===== src/hw/rtl/mtcqfa_pkg.sv =====
`timescale 1ns / 1ps

package mtcqfa_pkg;

    localparam int TIME_BITS = 48;
    localparam int OFFSET_BITS = 16;
    localparam int NUM_RATES = 4;
    localparam int RATE_BITS = 2;
    localparam int CFG_ADDR_BITS = 4;
    localparam int CFG_DATA_BITS = 32;

    localparam logic [7:0] QF_STATUS = 8'hF1;
    localparam logic [1:0] QF_LENGTH = 2'd2;
    localparam logic [7:0] ALL_PIECES = 8'hFF;

    localparam logic [OFFSET_BITS-1:0] RESET_OFFSET_RATE24 = 16'd3500;
    localparam logic [OFFSET_BITS-1:0] RESET_OFFSET_RATE25 = 16'd3360;
    localparam logic [OFFSET_BITS-1:0] RESET_OFFSET_RATE2997 = 16'd2803;
    localparam logic [OFFSET_BITS-1:0] RESET_OFFSET_RATE30 = 16'd2800;

    typedef enum logic [RATE_BITS-1:0] {
        REG_OFFSET_RATE24 = 2'd0,
        REG_OFFSET_RATE25 = 2'd1,
        REG_OFFSET_RATE2997 = 2'd2,
        REG_OFFSET_RATE30 = 2'd3
    } reg_index_t;

    typedef enum logic [2:0] {
        PIECE_FRAME_LO = 3'd0,
        PIECE_FRAME_HI = 3'd1,
        PIECE_SEC_LO = 3'd2,
        PIECE_SEC_HI = 3'd3,
        PIECE_MIN_LO = 3'd4,
        PIECE_MIN_HI = 3'd5,
        PIECE_HOUR_LO = 3'd6,
        PIECE_HOUR_RATE = 3'd7
    } piece_t;

    typedef logic [NUM_RATES-1:0][OFFSET_BITS-1:0] offsets_t;

    // One decoded request held in the input register.
    typedef struct packed {
        logic valid;
        logic is_qf;
        piece_t piece;
        logic [3:0] value;
        logic [TIME_BITS-1:0] event_time;
    } item_t;

endpackage


===== src/hw/rtl/mtcqfa_if.sv =====
`timescale 1ns / 1ps

interface mtcqfa_in_if;
    logic valid;
    logic ready;
    logic [1:0] msg_length;
    logic [7:0] status_byte;
    logic [7:0] data_byte;
    logic [mtcqfa_pkg::TIME_BITS-1:0] block_time;
    logic [15:0] event_offset;

    modport source (
        output valid, msg_length, status_byte, data_byte, block_time, event_offset,
        input ready
    );
    modport sink (
        input valid, msg_length, status_byte, data_byte, block_time, event_offset,
        output ready
    );
endinterface

interface mtcqfa_out_if;
    logic valid;
    logic ready;
    logic [7:0] frame_count;
    logic [7:0] seconds;
    logic [7:0] minutes;
    logic [4:0] hours;
    logic [1:0] rate_code;
    logic [mtcqfa_pkg::TIME_BITS-1:0] timestamp;

    modport source (
        output valid, frame_count, seconds, minutes, hours, rate_code, timestamp,
        input ready
    );
    modport sink (
        input valid, frame_count, seconds, minutes, hours, rate_code, timestamp,
        output ready
    );
endinterface


===== src/hw/rtl/mtcqfa_cfg.sv =====
`timescale 1ns / 1ps

module mtcqfa_cfg (
    input  logic                                    clk,
    input  logic                                    rst_n,
    input  logic                                    psel,
    input  logic                                    penable,
    input  logic                                    pwrite,
    input  logic [mtcqfa_pkg::CFG_ADDR_BITS-1:0]    paddr,
    input  logic [mtcqfa_pkg::CFG_DATA_BITS-1:0]    pwdata,
    output logic [mtcqfa_pkg::CFG_DATA_BITS-1:0]    prdata,
    output logic                                    pready,
    output mtcqfa_pkg::offsets_t                    offsets
);

    mtcqfa_pkg::offsets_t offsets_reg;
    logic [mtcqfa_pkg::RATE_BITS-1:0] index;
    logic write_en;

    assign index = paddr[mtcqfa_pkg::CFG_ADDR_BITS-1:2];
    assign write_en = psel && penable && pwrite;
    assign pready = 1'b1;
    assign offsets = offsets_reg;
    assign prdata = {{(mtcqfa_pkg::CFG_DATA_BITS - mtcqfa_pkg::OFFSET_BITS){1'b0}},
                     offsets_reg[index]};

    always_ff @(posedge clk or negedge rst_n)
    begin
        if (!rst_n)
        begin
            offsets_reg[mtcqfa_pkg::REG_OFFSET_RATE24] <= mtcqfa_pkg::RESET_OFFSET_RATE24;
            offsets_reg[mtcqfa_pkg::REG_OFFSET_RATE25] <= mtcqfa_pkg::RESET_OFFSET_RATE25;
            offsets_reg[mtcqfa_pkg::REG_OFFSET_RATE2997] <=
                mtcqfa_pkg::RESET_OFFSET_RATE2997;
            offsets_reg[mtcqfa_pkg::REG_OFFSET_RATE30] <= mtcqfa_pkg::RESET_OFFSET_RATE30;
        end
        else if (write_en)
        begin
            offsets_reg[index] <= pwdata[mtcqfa_pkg::OFFSET_BITS-1:0];
        end
    end

endmodule


===== src/hw/rtl/mtcqfa_in_stage.sv =====
`timescale 1ns / 1ps

module mtcqfa_in_stage (
    input  logic                  clk,
    input  logic                  rst_n,
    mtcqfa_in_if.sink             in_ch,
    input  logic                  take,
    output mtcqfa_pkg::item_t     item
);

    logic valid_reg;
    logic valid_next;
    logic is_qf_reg;
    logic [2:0] piece_reg;
    logic [3:0] value_reg;
    logic [mtcqfa_pkg::TIME_BITS-1:0] time_reg;
    logic accept;
    logic is_qf;

    assign in_ch.ready = !valid_reg || take;
    assign accept = in_ch.valid && in_ch.ready;

    // Piece numbers above seven have the top data bit set and are dropped here.
    assign is_qf = (in_ch.msg_length == mtcqfa_pkg::QF_LENGTH)
                && (in_ch.status_byte == mtcqfa_pkg::QF_STATUS)
                && !in_ch.data_byte[7];

    always_comb
    begin
        if (accept)
        begin
            valid_next = 1'b1;
        end
        else if (take)
        begin
            valid_next = 1'b0;
        end
        else
        begin
            valid_next = valid_reg;
        end
    end

    always_ff @(posedge clk or negedge rst_n)
    begin
        if (!rst_n)
        begin
            valid_reg <= 1'b0;
        end
        else
        begin
            valid_reg <= valid_next;
        end
    end

    always_ff @(posedge clk)
    begin
        if (accept)
        begin
            is_qf_reg <= is_qf;
            piece_reg <= in_ch.data_byte[6:4];
            value_reg <= in_ch.data_byte[3:0];
            time_reg <= in_ch.block_time
                      + {{(mtcqfa_pkg::TIME_BITS - 16){1'b0}}, in_ch.event_offset};
        end
    end

    assign item.valid = valid_reg;
    assign item.is_qf = is_qf_reg;
    assign item.piece = mtcqfa_pkg::piece_t'(piece_reg);
    assign item.value = value_reg;
    assign item.event_time = time_reg;

endmodule


===== src/hw/rtl/mtcqfa_core.sv =====
`timescale 1ns / 1ps

module mtcqfa_core (
    input  logic                  clk,
    input  logic                  rst_n,
    input  mtcqfa_pkg::item_t     item,
    input  mtcqfa_pkg::offsets_t  offsets,
    output logic                  take,
    mtcqfa_out_if.source          out_ch
);

    logic [7:0] frame_reg, frame_next;
    logic [7:0] seconds_reg, seconds_next;
    logic [7:0] minutes_reg, minutes_next;
    logic [4:0] hours_reg, hours_next;
    logic [1:0] rate_reg, rate_next;
    logic [7:0] seen_reg, seen_next;
    logic out_valid_reg, out_valid_next;
    logic [7:0] out_frame_reg;
    logic [7:0] out_seconds_reg;
    logic [7:0] out_minutes_reg;
    logic [4:0] out_hours_reg;
    logic [1:0] out_rate_reg;
    logic [mtcqfa_pkg::TIME_BITS-1:0] out_stamp_reg;
    logic [mtcqfa_pkg::TIME_BITS-1:0] stamp;
    logic [7:0] seen_marked;
    logic emit;

    assign take = item.valid && (!out_valid_reg || out_ch.ready);

    always_comb
    begin
        frame_next = frame_reg;
        seconds_next = seconds_reg;
        minutes_next = minutes_reg;
        hours_next = hours_reg;
        rate_next = rate_reg;
        seen_next = seen_reg;
        seen_marked = seen_reg;
        emit = 1'b0;
        if (take && item.is_qf)
        begin
            unique case (item.piece)
                mtcqfa_pkg::PIECE_FRAME_LO: frame_next = {frame_reg[7:4], item.value};
                mtcqfa_pkg::PIECE_FRAME_HI: frame_next = {item.value, frame_reg[3:0]};
                mtcqfa_pkg::PIECE_SEC_LO: seconds_next = {seconds_reg[7:4], item.value};
                mtcqfa_pkg::PIECE_SEC_HI: seconds_next = {item.value, seconds_reg[3:0]};
                mtcqfa_pkg::PIECE_MIN_LO: minutes_next = {minutes_reg[7:4], item.value};
                mtcqfa_pkg::PIECE_MIN_HI: minutes_next = {item.value, minutes_reg[3:0]};
                mtcqfa_pkg::PIECE_HOUR_LO: hours_next = {hours_reg[4], item.value};
                mtcqfa_pkg::PIECE_HOUR_RATE:
                begin
                    hours_next = {item.value[0], hours_reg[3:0]};
                    rate_next = item.value[2:1];
                end
                default: hours_next = hours_reg;
            endcase
            if (item.piece == mtcqfa_pkg::PIECE_HOUR_RATE)
            begin
                seen_marked = seen_reg | 8'd1;
                emit = (seen_marked == mtcqfa_pkg::ALL_PIECES);
            end
            else
            begin
                seen_marked = seen_reg | (8'd2 << item.piece);
            end
            seen_next = emit ? 8'd0 : seen_marked;
        end
    end

    assign stamp = item.event_time
                 - {{(mtcqfa_pkg::TIME_BITS - mtcqfa_pkg::OFFSET_BITS){1'b0}},
                    offsets[rate_next]};

    always_comb
    begin
        if (take)
        begin
            out_valid_next = emit;
        end
        else if (out_ch.ready)
        begin
            out_valid_next = 1'b0;
        end
        else
        begin
            out_valid_next = out_valid_reg;
        end
    end

    always_ff @(posedge clk or negedge rst_n)
    begin
        if (!rst_n)
        begin
            frame_reg <= 8'd0;
            seconds_reg <= 8'd0;
            minutes_reg <= 8'd0;
            hours_reg <= 5'd0;
            rate_reg <= 2'd0;
            seen_reg <= 8'd0;
            out_valid_reg <= 1'b0;
        end
        else
        begin
            frame_reg <= frame_next;
            seconds_reg <= seconds_next;
            minutes_reg <= minutes_next;
            hours_reg <= hours_next;
            rate_reg <= rate_next;
            seen_reg <= seen_next;
            out_valid_reg <= out_valid_next;
        end
    end

    always_ff @(posedge clk)
    begin
        if (take && emit)
        begin
            out_frame_reg <= frame_reg;
            out_seconds_reg <= seconds_reg;
            out_minutes_reg <= minutes_reg;
            out_hours_reg <= hours_next;
            out_rate_reg <= rate_next;
            out_stamp_reg <= stamp;
        end
    end

    assign out_ch.valid = out_valid_reg;
    assign out_ch.frame_count = out_frame_reg;
    assign out_ch.seconds = out_seconds_reg;
    assign out_ch.minutes = out_minutes_reg;
    assign out_ch.hours = out_hours_reg;
    assign out_ch.rate_code = out_rate_reg;
    assign out_ch.timestamp = out_stamp_reg;

endmodule


===== src/hw/rtl/mtc_quarter_frame_assembler.sv =====
`timescale 1ns / 1ps

// MIDI time code quarter-frame assembler.
// Requests arrive on in_ch as MIDI events with their sample time; only two-byte
// events with status 0xF1 and a piece number of seven or less change the state.
// Pieces fill the frame, seconds, minutes and hours nibbles and the rate code.
// When the hour and rate piece arrives after the other seven pieces were seen, one
// request leaves on out_ch carrying the assembled timecode and a timestamp equal
// to block_time plus event_offset minus the offset register of the new rate,
// wrapping at the width of the timestamp.
// An accepted input passes one input register and one result register before a
// valid result. One input is accepted every cycle while out_ch does not stall.
// If out_ch stalls, a pending result holds and the input register fills; in_ch
// then drops ready until the result is taken, so nothing is lost.
// The four offset registers sit on the APB port at byte addresses 0, 4, 8 and
// 12, are readable, and should only be written while the block is idle.
// Reset clears the timecode registers, the seen mask and both valid flags, and
// loads the offset registers with their defaults for a 48 kHz sample rate.

module mtc_quarter_frame_assembler (
    input  logic                                    clk,
    input  logic                                    rst_n,
    mtcqfa_in_if.sink                               in_ch,
    mtcqfa_out_if.source                            out_ch,
    input  logic                                    psel,
    input  logic                                    penable,
    input  logic                                    pwrite,
    input  logic [mtcqfa_pkg::CFG_ADDR_BITS-1:0]    paddr,
    input  logic [mtcqfa_pkg::CFG_DATA_BITS-1:0]    pwdata,
    output logic [mtcqfa_pkg::CFG_DATA_BITS-1:0]    prdata,
    output logic                                    pready
);

    mtcqfa_pkg::offsets_t offsets;
    mtcqfa_pkg::item_t item;
    logic take;

    mtcqfa_cfg u_cfg (
        .clk     (clk),
        .rst_n   (rst_n),
        .psel    (psel),
        .penable (penable),
        .pwrite  (pwrite),
        .paddr   (paddr),
        .pwdata  (pwdata),
        .prdata  (prdata),
        .pready  (pready),
        .offsets (offsets)
    );

    mtcqfa_in_stage u_in_stage (
        .clk   (clk),
        .rst_n (rst_n),
        .in_ch (in_ch),
        .take  (take),
        .item  (item)
    );

    mtcqfa_core u_core (
        .clk     (clk),
        .rst_n   (rst_n),
        .item    (item),
        .offsets (offsets),
        .take    (take),
        .out_ch  (out_ch)
    );

endmodule

===== src/flat_wrapper.sv =====
// flat-port wrapper written by rule: the top's interface ports become plain ports
module mtc_quarter_frame_assembler_flat 
  (clk, rst_n, psel, penable, pwrite, paddr, pwdata, prdata, pready, in_ch_valid, in_ch_msg_length, in_ch_status_byte, in_ch_data_byte, in_ch_block_time, in_ch_event_offset, in_ch_ready, out_ch_valid, out_ch_frame_count, out_ch_seconds, out_ch_minutes, out_ch_hours, out_ch_rate_code, out_ch_timestamp, out_ch_ready);
  mtcqfa_in_if in_ch_i ();
  mtcqfa_out_if out_ch_i ();
  input  logic clk;
  input  logic rst_n;
  input  logic psel;
  input  logic penable;
  input  logic pwrite;
  input  logic [mtcqfa_pkg::CFG_ADDR_BITS-1:0] paddr;
  input  logic [mtcqfa_pkg::CFG_DATA_BITS-1:0] pwdata;
  output logic [mtcqfa_pkg::CFG_DATA_BITS-1:0] prdata;
  output logic pready;
  input wire logic [$bits(in_ch_i.valid)-1:0] in_ch_valid;
  input wire logic [$bits(in_ch_i.msg_length)-1:0] in_ch_msg_length;
  input wire logic [$bits(in_ch_i.status_byte)-1:0] in_ch_status_byte;
  input wire logic [$bits(in_ch_i.data_byte)-1:0] in_ch_data_byte;
  input wire logic [$bits(in_ch_i.block_time)-1:0] in_ch_block_time;
  input wire logic [$bits(in_ch_i.event_offset)-1:0] in_ch_event_offset;
  output wire logic [$bits(in_ch_i.ready)-1:0] in_ch_ready;
  output wire logic [$bits(out_ch_i.valid)-1:0] out_ch_valid;
  output wire logic [$bits(out_ch_i.frame_count)-1:0] out_ch_frame_count;
  output wire logic [$bits(out_ch_i.seconds)-1:0] out_ch_seconds;
  output wire logic [$bits(out_ch_i.minutes)-1:0] out_ch_minutes;
  output wire logic [$bits(out_ch_i.hours)-1:0] out_ch_hours;
  output wire logic [$bits(out_ch_i.rate_code)-1:0] out_ch_rate_code;
  output wire logic [$bits(out_ch_i.timestamp)-1:0] out_ch_timestamp;
  input wire logic [$bits(out_ch_i.ready)-1:0] out_ch_ready;
  assign in_ch_i.valid = in_ch_valid;
  assign in_ch_i.msg_length = in_ch_msg_length;
  assign in_ch_i.status_byte = in_ch_status_byte;
  assign in_ch_i.data_byte = in_ch_data_byte;
  assign in_ch_i.block_time = in_ch_block_time;
  assign in_ch_i.event_offset = in_ch_event_offset;
  assign in_ch_ready = in_ch_i.ready;
  assign out_ch_valid = out_ch_i.valid;
  assign out_ch_frame_count = out_ch_i.frame_count;
  assign out_ch_seconds = out_ch_i.seconds;
  assign out_ch_minutes = out_ch_i.minutes;
  assign out_ch_hours = out_ch_i.hours;
  assign out_ch_rate_code = out_ch_i.rate_code;
  assign out_ch_timestamp = out_ch_i.timestamp;
  assign out_ch_i.ready = out_ch_ready;
  mtc_quarter_frame_assembler u_core (.clk(clk), .rst_n(rst_n), .in_ch(in_ch_i), .out_ch(out_ch_i), .psel(psel), .penable(penable), .pwrite(pwrite), .paddr(paddr), .pwdata(pwdata), .prdata(prdata), .pready(pready));
endmodule

===== config.mk =====
export PLATFORM = sky130hd
export DESIGN_NAME = mtc_quarter_frame_assembler_flat
export DESIGN_NICKNAME = d
export VERILOG_FILES = /design/src/hw/rtl/mtcqfa_pkg.sv /design/src/hw/rtl/mtcqfa_if.sv /design/src/hw/rtl/mtcqfa_cfg.sv /design/src/hw/rtl/mtcqfa_in_stage.sv /design/src/hw/rtl/mtcqfa_core.sv /design/src/hw/rtl/mtc_quarter_frame_assembler.sv /design/src/flat_wrapper.sv
export SDC_FILE = /design/constraint.sdc
export NUM_CORES = 1
export LEC_CHECK = 0
export BUFFER_PORTS_ARGS = -buffer_cell sky130_fd_sc_hd__buf_2
export CORE_MARGIN = 10
export CORE_UTILIZATION = 60
export DETAILED_ROUTE_END_ITERATION = 16
export PLACE_DENSITY = 0.85
export SYNTH_ARGS = -nofsm -noshare
export SYNTH_HDL_FRONTEND = slang
export SYNTH_HIERARCHICAL = 1
export SYNTH_SLANG_ARGS = --single-unit
export TNS_END_PERCENT = 5

===== constraint.sdc =====
create_clock -name clk -period 8 [get_ports clk]
set_input_delay 2.4 -clock clk [delete_from_list [all_inputs] [get_ports clk]]
set_output_delay 2.4 -clock clk [all_outputs]
set_load 0.05 [all_outputs]

==> impl_metrics.py, run 1 <==
metrics = {
    "outcome": {
        "status": "finished clean",
    },
    "yosys": {
        "synth_flop_cell": "edfxtp_1",
        "synthMuxAreaShare": 0.146,
        "synth_cell_type_count": 87,
        "ys_async_sr_fraction": 0.435,
        "syn_inst": 953,
        "synth_top_area_frac": 0.326,
        "synthTopCellsByCount": "edfxtp_1 (135), mux2_2 (95), dfrtp_1 (79)",
        "yosys_warnings": 6,
        "syn_area_um2": 12400,
        "synth-xor-area-share": 0.0620,
        "synth_compound_area_frac": 0.0692,
        "synth-simple-area-share": 0.103,
        "synth-seq-cells": 239,
        "synth-seq-area-share": 0.538,
        "yosys.cell_count.top_type": "edfxtp_1",
        "synth_top_family_by_area": "multiplexers",
        "avgSynthCellArea_um2": 13.0,
        "synth_top_area_cell": "edfxtp_1",
        "netlist_top_cells_area": "edfxtp_1 (33%), dfrtp_1 (16%), mux2_2 (8.6%)",
        "yosys.area_share.adder": 0.0354,
        "synth_edf_count": 135,
    },
    "routing": {
        "viasPerCell": 5.86,
        "wl_per_cell_um": 20.3,
        "dr_total_vias": 8508,
        "drt_iter0_drc": 677,
        "drc": 0,
        "ant_nets": 0,
        "wl_mm": 29.4,
        "firstDrtPassIters": 6,
    },
    "floorplan": {
        "ioPinCount": 239,
        "die_w_um": 164,
        "core_area_um2": 20300,
        "start_util": 0.612,
        "die_h_um": 164,
        "rows": 52,
        "die-area_um2": 26900,
    },
    "sta": {
        "min_period_ns": 6.51,
        "tns_ns": 0,
        "hold_ws_ns": 0.447,
        "timing.slew.headroom": 0.367,
        "fmax_ghz": 0.154,
        "slew_violations": 0,
        "fin_crit_sh": 0.813,
        "tightest_slew_ns": 0.949,
        "hold_viol": 0,
        "setup_viol": 0,
        "rsz0062_at_grt": "false",
        "clock_skew_ns": 0.0178,
    },
    "grt": {
        "grt_pass1_vias": 8734,
        "grt.total_usage": 0.215,
        "antenna_found_initial": 0,
        "grt_pass1_wl_mm": 46.2,
        "overflow": 0,
        "grt_start_max_net_pins": 68,
    },
    "worst_setup_path": {
        "arrival_ns": 6.76,
        "crit_path_start_kind": "input port",
        "cp-end-kind": "flip-flop",
        "crit_top_cell": "nand2b_1",
        "critPathKind": "in -> reg",
        "crit_fanout": 18,
        "cpPeakStageDelay_ns": 0.68,
        "path_cells": "buf_2 > nand2b_1 > and2_1 > nand3_1 > nor2_2 > mux2_2 > mux4_2 > fa_1 > a21o_1 > a221oi_2 > o22ai_1 > a211oi_1 > buf_4 > nand2b_1 > xnor2_1",
        "crit_required_ns": 8.26,
        "slowest_stage": "mux2_2",
    },
    "placement": {
        "port_buffers": 203,
        "dpl_cell_area_um2": 13600,
        "dp_hpwl_mm": 21.6,
        "routabilityCongestion": 0.935,
    },
    "final_layout": {
        "register_area_um2": 6690,
        "multi_input_area_um2": 5230,
        "drive_gt1_frac": 0.367,
        "syn_to_final_growth_pct": 16.2,
        "largest_reg_flops": 64,
        "design_area_um2": 14400,
        "final_nets": 1320,
        "fillers": 1412,
    },
    "clocking": {
        "ctsHoldBuffers": 0,
        "cts_setup_buffers": 0,
        "path_clk_slew_ns": 0.06,
        "clk_latency_ns": 0.53,
        "ctsLongestPathBuffers": 3,
        "cts-buffers-inserted": 25,
        "cts_tree": "built",
        "htreeDepth": 1,
        "cts_sinks": 239,
        "cts-resized-gates": 0,
        "clock-root-buffer": "clkbuf_16",
    },
    "pwr": {
        "p_per_area_nw_per_um2": 268,
        "peakVddDrop_uv": 181,
        "power.leakage_nw": 5.90,
    },
    "min_path": {
        "min_path_type": "reg -> reg",
    },
    "flow_run": {
        "maxCapViolations": 0,
    },
}
[routing by layer]
metal / GRT usage / routed length [um] / up-vias
met5: 0 / 0 / -
met2: 0.369 / 14600 / 365
met3: 0.0385 / 2250 / 61
li1: - / - / 3913
met1: 0.274 / 12000 / 4169
met4: 0.0585 / 586 / 0
[cell usage in the layout, fill, tap and decap left out, types with 14 or more instances in the layout]
cell / Yosys / routed
nand4_1: 17 / 17
nand3_1: 21 / 21
inv_1: 76 / 75
o21ai_0: 14 / 14
dfrtp_1: 79 / 79
nor3_1: 17 / 17
edfxtp_1: 135 / 135
mux4_2: 27 / 27
xor2_1: 30 / 30
nand2_1: 46 / 46
mux2_2: 95 / 95
nor2_1: 37 / 37
clkbuf_16: 0 / 25
ha_1: 32 / 32
conb_1: 2 / 17
a21oi_1: 45 / 45
dfstp_2: 25 / 25
xnor2_1: 58 / 58
buf_2: 6 / 202
[kinds of logic after synthesis]
logic type | after synthesis
XOR/XNOR | 88
AO/OA/AOI/OAI | 128
AND/OR/NAND/NOR | 216
adder cells (fa/ha/maj) | 34
other | 2
flip-flops | 239
multiplexers | 127
buffers and inverters | 119
[final cells by class]
class,count,area share
antenna,1,0.000173
timing repair buffer,209,0.0736
clock inverter,13,0.0107
clock buffer,33,0.0475
sequential,239,0.463
inverter,76,0.0197
multi-input combinational,610,0.362
tap,270,0.0234
[worst max-delay path, delay by kind of cell]
kind                     cells  cell delay (ns)
multiplexers                 2             1.34
AO/OA/AOI/OAI                4             1.22
AND/OR/NAND/NOR              5             0.92
adder cells (fa/ha/maj)      1             0.45
buffers and inverters        2             0.28
XOR/XNOR                     1             0.13
[metrics by stage]
step / cells / util / setup slack [ns] / total power, W
after floorplan: 968 / - / 1.46 / 0.00243
after global placement: 1404 / 0.670 / 1.09 / 0.00266
after detailed placement: 1404 / 0.670 / 0.982 / 0.00271
after CTS: 1450 / 0.712 / 1.49 / 0.00388
after global routing: 1450 / 0.712 / 1.16 / 0.00406
final: 1451 / 0.712 / 1.49 / 0.00387
[report_power, final]
group / switching [W] / total, W / internal, W / leakage (nW)
combinational: 0.000626 / 0.00107 / 0.000448 / 3.01
sequential: 0.000101 / 0.00163 / 0.00153 / 2.48
clock: 0.000467 / 0.00117 / 0.000703 / 0.412
total: 0.00119 / 0.00387 / 0.00268 / 5.90
[worst paths after layout]
path,endpoint,startpoint,slack (ns),cells past startpoint
setup / recovery,u_core/u_core/out_ch.timestamp[44],out_ch_ready,1.49,15
hold / removal,u_core/u_core/out_ch.minutes[6],u_core/u_core/minutes_reg[6],0.45,0
setup reg to reg,u_core/u_core/out_ch.timestamp[44],u_core/u_core/out_ch.valid,3.09,14
hold reg to reg,u_core/u_core/out_ch.minutes[6],u_core/u_core/minutes_reg[6],0.45,0
max in group asynchronous,u_core/u_core/frame_reg[3],rst_n,4.93,2
min in group asynchronous,u_core/u_cfg/offsets[45],rst_n,1.87,1
Note: power is estimated with default switching activity, not from simulation.
==> inputs of run 2 (changes only) <==
--- a/config.mk
+++ b/config.mk
@@ -7,9 +7,9 @@
 export LEC_CHECK = 0
 export BUFFER_PORTS_ARGS = -buffer_cell sky130_fd_sc_hd__buf_2
 export CORE_MARGIN = 10
-export CORE_UTILIZATION = 60
+export CORE_UTILIZATION = 56
 export DETAILED_ROUTE_END_ITERATION = 16
-export PLACE_DENSITY = 0.85
+export PLACE_DENSITY = 0.8
 export SYNTH_ARGS = -nofsm -noshare
 export SYNTH_HDL_FRONTEND = slang
 export SYNTH_HIERARCHICAL = 1
==> constraint.sdc (replaced) <==
create_clock -name clk -period 6.1 [get_ports clk]
set_input_delay 1.83 -clock clk [delete_from_list [all_inputs] [get_ports clk]]
set_output_delay 1.83 -clock clk [all_outputs]
set_load 0.05 [all_outputs]
==> impl_metrics.py, run 2 (synthesis results as in run 1) <==
metrics = {
    "outcome": {
        "status": "finished clean",
    },
    "flow_run": {
        "maxCapViolations": 0,
    },
    "pwr": {
        "pwr-share-clk": 0.296,
        "power.leakage_nw": 5.95,
        "pwr-share-seq": 0.421,
        "sw_frac_of_total": 0.313,
        "p_int_w": 0.00348,
        "comb_power_share": 0.283,
        "p_switching_w": 0.00158,
        "peakVddDrop_uv": 232,
        "p_per_area_nw_per_um2": 349,
    },
    "clocking": {
        "clock-root-buffer": "clkbuf_16",
        "ctsLongestPathBuffers": 3,
        "path_clk_slew_ns": 0.06,
        "cts_sinks": 239,
        "clk_latency_ns": 0.54,
        "cts_setup_buffers": 0,
        "ctsHoldBuffers": 0,
        "cts_tree": "built",
        "cts-resized-gates": 0,
        "cts-buffers-inserted": 25,
        "htreeDepth": 1,
    },
    "floorplan": {
        "die_h_um": 169,
        "die_w_um": 169,
        "rows": 54,
        "core_area_um2": 21800,
        "die-area_um2": 28600,
        "ioPinCount": 239,
        "start_util": 0.570,
    },
    "worst_setup_path": {
        "r2r-end": "u_core/u_core/out_ch.timestamp[25]",
        "crit_path_start_kind": "input port",
        "crit_fanout": 11,
        "regToRegSetupSlack_ns": 1.73,
        "crit_required_ns": 6.35,
        "slowest_stage": "mux4_2",
        "cp-end-kind": "flip-flop",
        "crit_start": "out_ch_ready",
        "cpPeakStageDelay_ns": 0.52,
        "timing.rr.start": "u_core/u_core/out_ch.valid",
        "crit_end": "u_core/u_core/out_ch.timestamp[23]",
        "path_cells": "buf_2 > nand2b_1 > and2_1 > nand3_1 > nor2_2 > mux2_2 > buf_12 > mux4_2 > ha_1 > a21oi_1 > o21ai_1 > a32oi_1 > o41ai_2 > buf_4 > o41ai_1 > o31ai_1",
        "rr_worst_depth": 15,
        "arrival_ns": 5.64,
        "critPathKind": "in -> reg",
    },
    "sta": {
        "fin_crit_sh": 0.884,
        "tns_ns": 0,
        "rsz0062_at_grt": "false",
        "slew_violations": 0,
        "tightest_slew_ns": 1.01,
        "min_period_ns": 5.39,
        "hold_viol": 0,
        "timing.slew.headroom": 0.324,
        "fmax_ghz": 0.185,
        "setup_viol": 0,
        "clock_skew_ns": 0.0214,
    },
    "final_layout": {
        "final_cell_mix": "buf_2 (202), edfxtp_1 (135), mux2_2 (95)",
        "syn_to_final_growth_pct": 16.9,
        "layout_commonest_cell": "buf_2",
        "fillers": 1558,
        "design_area_um2": 14500,
        "diodes": 0,
        "drive_gt1_frac": 0.372,
        "largest_reg_flops": 64,
        "final_nets": 1331,
    },
    "routing": {
        "ant_nets": 0,
        "drt_iter0_drc": 574,
        "dr_total_vias": 8452,
        "drc": 0,
        "wl_per_cell_um": 20.2,
        "firstDrtPassIters": 7,
        "viasPerCell": 5.75,
        "wl_mm": 29.7,
    },
    "grt": {
        "antenna_found_initial": 1,
        "overflow": 0,
        "grt.total_usage": 0.200,
        "grt_pass1_vias": 8554,
        "grt_pass1_wl_mm": 46.1,
        "grt_start_max_net_pins": 66,
    },
    "placement": {
        "dpl_cell_area_um2": 13700,
        "routabilityCongestion": 0.881,
        "dp_hpwl_mm": 22.4,
        "port_buffers": 203,
    },
    "min_path": {
        "min_path_type": "reg -> reg",
    },
}
==> run 2: cell count changes in the layout (fill, tap and decap cells not counted) <==
cell / change
clkbuf_1: -1
clkinv_2: -2
clkinv_1: +2
diode_2: -1
clkinv_4: +3
buf_12: +1
clkbuf_16: +2
bufinv_16: -2
clkbuf_8: -2
buf_4: +10
==> run 2: through the flow <==
step | total power, W | hold WS [ns] | instances | utilization | setup slack (ns)
6_report | 0.00507 | 0.444 | 1471 | 0.666 | 0.708
3_5_place_dp | 0.00359 | 0.432 | 1425 | 0.628 | 0.177
4_1_cts | 0.00508 | 0.446 | 1471 | 0.666 | 0.723
3_3_place_gp | 0.00353 | 0.430 | 1425 | 0.628 | 0.258
2_1_floorplan | 0.00318 | 0.419 | 968 | - | 0.128
5_1_grt | 0.00532 | 0.451 | 1471 | 0.666 | 0.409
==> run 2: how the worst min path moves through the flow <==
stage / startpoint / end / slack (ns) / depth (start not counted)
global route: u_core/u_core/minutes_reg[4] / u_core/u_core/out_ch.minutes[4] / 0.45 / 0
floorplan: u_core/u_core/minutes_reg[4] / u_core/u_core/out_ch.minutes[4] / 0.42 / 0
CTS: u_core/u_core/minutes_reg[4] / u_core/u_core/out_ch.minutes[4] / 0.45 / 0
detailed placement: u_core/u_core/minutes_reg[4] / u_core/u_core/out_ch.minutes[4] / 0.43 / 0
finish: u_core/u_core/seconds_reg[5] / u_core/u_core/out_ch.seconds[5] / 0.44 / 0
global placement: u_core/u_core/seconds_reg[0] / u_core/u_core/out_ch.seconds[0] / 0.43 / 0
==> run 2: final cells by class <==
class	instances	area, um2	share of cell area
clock buffer	32	704	0.0485
clock inverter	14	118	0.00809
inverter	76	285	0.0196
multi-input combinational	610	5230	0.360
sequential	239	6690	0.460
tap	280	350	0.0241
timing repair buffer	220	1160	0.0797
==> run 2: power by group through the flow <==
stage          clock (W)  combinational, W  sequential [W]
2_1_floorplan          0           0.00107         0.00211
3_3_place_gp           0           0.00139         0.00214
3_5_place_dp           0           0.00142         0.00216
4_1_cts          0.00152           0.00143         0.00213
5_1_grt          0.00159           0.00158         0.00215
6_report         0.00150           0.00143         0.00213
==> run 2: metal layers <==
layer | up-vias | share of wire | track usage
li1 | 3939 | - | -
met1 | 4153 | 0.42 | 0.264
met2 | 321 | 0.49 | 0.333
met3 | 39 | 0.066 | 0.0396
met4 | 0 | 0.015 | 0.0454
met5 | - | 0 | 0
==> run 2: worst max-delay path, delay by kind of cell <==
kind	cells	cell delay, ns
AOI/OAI and AO/OA	6	1.32
muxes	2	1.03
and+or+nand+nor	4	0.54
buffers and inverters	3	0.50
adders and majority gates	1	0.41
